`src/hw/rtl/ptb_ram.sv`:
```
// ----------------------------------------------------------------------------
// ptb_ram: generic single-write, single-read RAM
// One write port and one read port, read data registered. No reset.
// ----------------------------------------------------------------------------
`default_nettype none

module ptb_ram #(
   parameter int WIDTH = 8,
   parameter int DEPTH = 16
) (
   input  wire logic                     clock,
   input  wire logic                     wr_en,
   input  wire logic [$clog2(DEPTH)-1:0] wr_addr,
   input  wire logic [WIDTH-1:0]         wr_data,
   input  wire logic                     rd_en,
   input  wire logic [$clog2(DEPTH)-1:0] rd_addr,
   output logic      [WIDTH-1:0]         rd_data
);

   logic [WIDTH-1:0] mem [DEPTH];
   logic [WIDTH-1:0] rd_data_ff;

   always_ff @(posedge clock) begin
      if (wr_en) begin
         mem[wr_addr] <= wr_data;
      end
      if (rd_en) begin
         rd_data_ff <= mem[rd_addr];
      end
   end

   assign rd_data = rd_data_ff;

endmodule

`default_nettype wire

```
`config.mk`:
```
export PLATFORM = sky130hd
export DESIGN_NAME = ptb_ram
export DESIGN_NICKNAME = d
export VERILOG_FILES = /design/src/hw/rtl/ptb_ram.sv
export SDC_FILE = /design/constraint.sdc
export NUM_CORES = 1
export LEC_CHECK = 0
export ABC_AREA = 1
export BUFFER_PORTS_ARGS = -buffer_cell sky130_fd_sc_hd__buf_2
export CORE_MARGIN = 4
export CORE_UTILIZATION = 45
export DETAILED_ROUTE_END_ITERATION = 8
export PLACE_DENSITY = 0.64
export SLEW_MARGIN = 20
export SYNTH_ARGS = -nofsm -noshare
export SYNTH_HDL_FRONTEND = slang
export SYNTH_SLANG_ARGS = --single-unit
```
`constraint.sdc`:
```
create_clock -name clock -period 1.03 [get_ports clock]
set_input_delay 0.103 -clock clock [delete_from_list [all_inputs] [get_ports clock]]
set_output_delay 0.103 -clock clock [all_outputs]
set_load 0.02 [all_outputs]
```
==> metrics.md <==
| Metric | Value |
|---|---|
| Final setup vio count | `15` |
| Slew @ Worst Pin | `452.6 ps` |
| Core ar. | `0.01267 mm^2` |
| CTS Buf Count | `17` |
| Layout cells sized above 1 | `23.82%` |
| First-pass GRT wire length | `20,200 um` |
| Max-slew violation count | `0` |
| Mapped Avg Cell Area | `10.61 um^2` |
| Crit path max-delay family | `flip-flops` |
| All-Layer GR Usage | `18.87%` |
| Multi-input combinational cell area | `0.001539 mm^2` |
| Setup WS post-layout | `-66.48 ps` |
| Nets | `622` |
| Slew headroom | `69.79%` |
| RR Startpoint | `mem[12][2]` |
| HP Class | `in -> reg` |
| Worst R2R End | `rd_data[2]` |
| GRT overflow | `0` |
| Drt drc | `0` |
| Synth Register Bits | `136` |
| Num rows | `41` |
| Worst setup SP type | `flip-flop` |
| Worst EP arrival | `990 ps` |
| Failing checks | `setup timing` |
| DRT iter0 DRCs | `385` |
| Post-layout min period | `1096 ps` |
| Max FO, Critical Path | `1` |
| Die X | `122.0 um` |
| Slowest stage delay, CP | `420 ps` |
| Worst Min Path Start | `rd_en` |
| Yosys warns | `0` |
| WHS | `45.72 ps` |
| Fin util | `56.64%` |
| IO buf count | `26` |
| CTS max path bufs | `2` |
| CTS tree | `built` |
| Clk slew on worst S/H paths | `50 ps` |
| Initial Utilization | `46.14%` |
| Drt wl/cell | `16.47 um` |
| Worst-skew pair later-pin latency | `420 ps` |
| Worst hold path cell count | `1` |
| Clock Sinks | `136` |
| Initial antenna violation count | `0` |
| Mapped Area | `0.005847 mm^2` |
| Fillcell total | `1,079` |
| FF-to-FF path depth | `6` |
| CP Capture Type | `output port` |
| Routed WL | `12,930 um` |
| Cell Pwr Density | `1699 mW/mm^2` |
| Die Ht | `122.0 um` |
| Remaining antenna violation count | `0` |
| Hold Fails Final Rpt | `0` |
| Via Count | `3,902` |
| Distinct cells, synth | `11` |
| Die area | `0.01488 mm^2` |
| Most common cell after layout, fill and taps aside | `nand2_1` |
| Clk Tree Root Cell | `clkbuf_16` |
| Pre-Repair DR Iteration Count | `5` |
| Synth Net Count | `570` |
| Final instance area | `0.007177 mm^2` |
| Worst path cell trace | `buf_6` |
| Routability cong. | `0.8156` |
| Status | `finished with violations` |
| Largest net degree at the start of global routing | `65` |
| P&R area growth vs syn | `22.75%` |
| CTS H-tree depth | `4` |
| Worst hold endpoint | `rd_data[6]` |
| VDD IR max | `0.001851 V` |
| N_diodes | `0` |
| Worst Skew | `7.559 ps` |
| Setup_tns | `-488.2 ps` |
| Setup Fix Bufs, Post-CTS | `0` |
| Leakage | `0.003084 uW` |
| Fin crit share | `106.5%` |
| Setup CP Type | `reg -> out` |
| Register area share after synthesis | `69.85%` |
| Reg area | `0.004084 mm^2` |
| IO Count | `27` |
| Crit-path slowest cell | `edfxtp_1` |
| Post-DP Area | `0.006334 mm^2` |
| Post-Syn Instances | `551` |
| RSZ-0062 raised after global routing | `yes` |
| Most frequent cells in the layout | `nand2_1 (164), edfxtp_1 (136), inv_1 (98)` |
| Vias in the first global route | `3,760` |
| WP buf/inv | `1` |
| Routed vias/inst | `4.971` |
| Worst Path Required | `930 ps` |
| R2r setup slk | `-50 ps` |
| Post-DP HPWL | `8105 um` |
| MaxCap Viol Count | `0` |
| Cts hold-fix bufs | `0` |
| Fmax | `0.9120 GHz` |
==> power by group <==
part	total, uW	internal, uW	leakage [uW]	switching (uW)
sequential	6280	6240	0.00124	37.9
combinational	970	335	0.00161	635
clock	4940	2950	0.000234	1990
==> worst register-to-register path: stages, from the launching register on <==
cell	delay, ps
edfxtp_1	370
nand2_1	80
nand2_1	60
nand2_1	90
nand3_2	80
nand3_2	100
nand2_1	50
==> synthesized netlist by cell type, drive strengths merged <==
library cell	instances	share of area, %
edfxtp	136	70
nand2	173	11
nand3	97	8.3
nor2	17	1.1
nand3b	2	0.26
inv	102	6.5
buf	24	2.8
==> logic make-up (layout without fill, tap and decap cells) <==
group | after synthesis | in the layout | share of synthesized area (%)
buf+inv | 126 | 188 | 9.394
simple gates | 289 | 289 | 20.76
flops | 136 | 136 | 69.85
==> layer usage <==
layer / up-vias / track usage, % / share of wire, %
met3: 39 / 4.550 / 5.7
met1: 1857 / 24.38 / 42
li1: 1883 / - / -
met5: - / 0 / 0
met4: 0 / 9.734 / 3.4
met2: 123 / 29.73 / 49
==> through the flow <==
step | cells | power, uW | setup WS [ps]
6_report | 785 | 12190 | -66.48
4_1_cts | 785 | 12190 | -84.41
3_3_place_gp | 756 | 7194 | -269.8
2_1_floorplan | 551 | 6850 | -23.84
5_1_grt | 785 | 12640 | -122.7
3_5_place_dp | 756 | 7212 | -293.9
==> final cells by class <==
class                      count  share of cell area, %
multi-input combinational    289                  21.44
timing repair buffer          57                  6.712
clock buffer                  20                  6.084
tap                          172                  2.999
inverter                     102                  5.335
sequential                   136                  56.90
clock inverter                 9                 0.5230
==> timing repair <==
action                                  CTS  global route
pin swaps                                40            36
endpoints found under the setup margin   16            16
gates resized for setup                  41            43
==> flip-flops by register name, summed over array words and instances, names as in the netlist <==
name	flops
mem	128
rd_data	8
==> how the worst max path moves through the flow <==
stage,from,end,depth (start not counted)
floorplan,wr_addr[3],mem[4][0],2
global placement,rd_addr[0],rd_data[4],7
detailed placement,rd_addr[0],rd_data[5],7
CTS,rd_data[2],rd_data[2],1
global route,mem[13][2],rd_data[2],6
finish,rd_data[2],rd_data[2],1
Power figures use the tool's default switching activity.
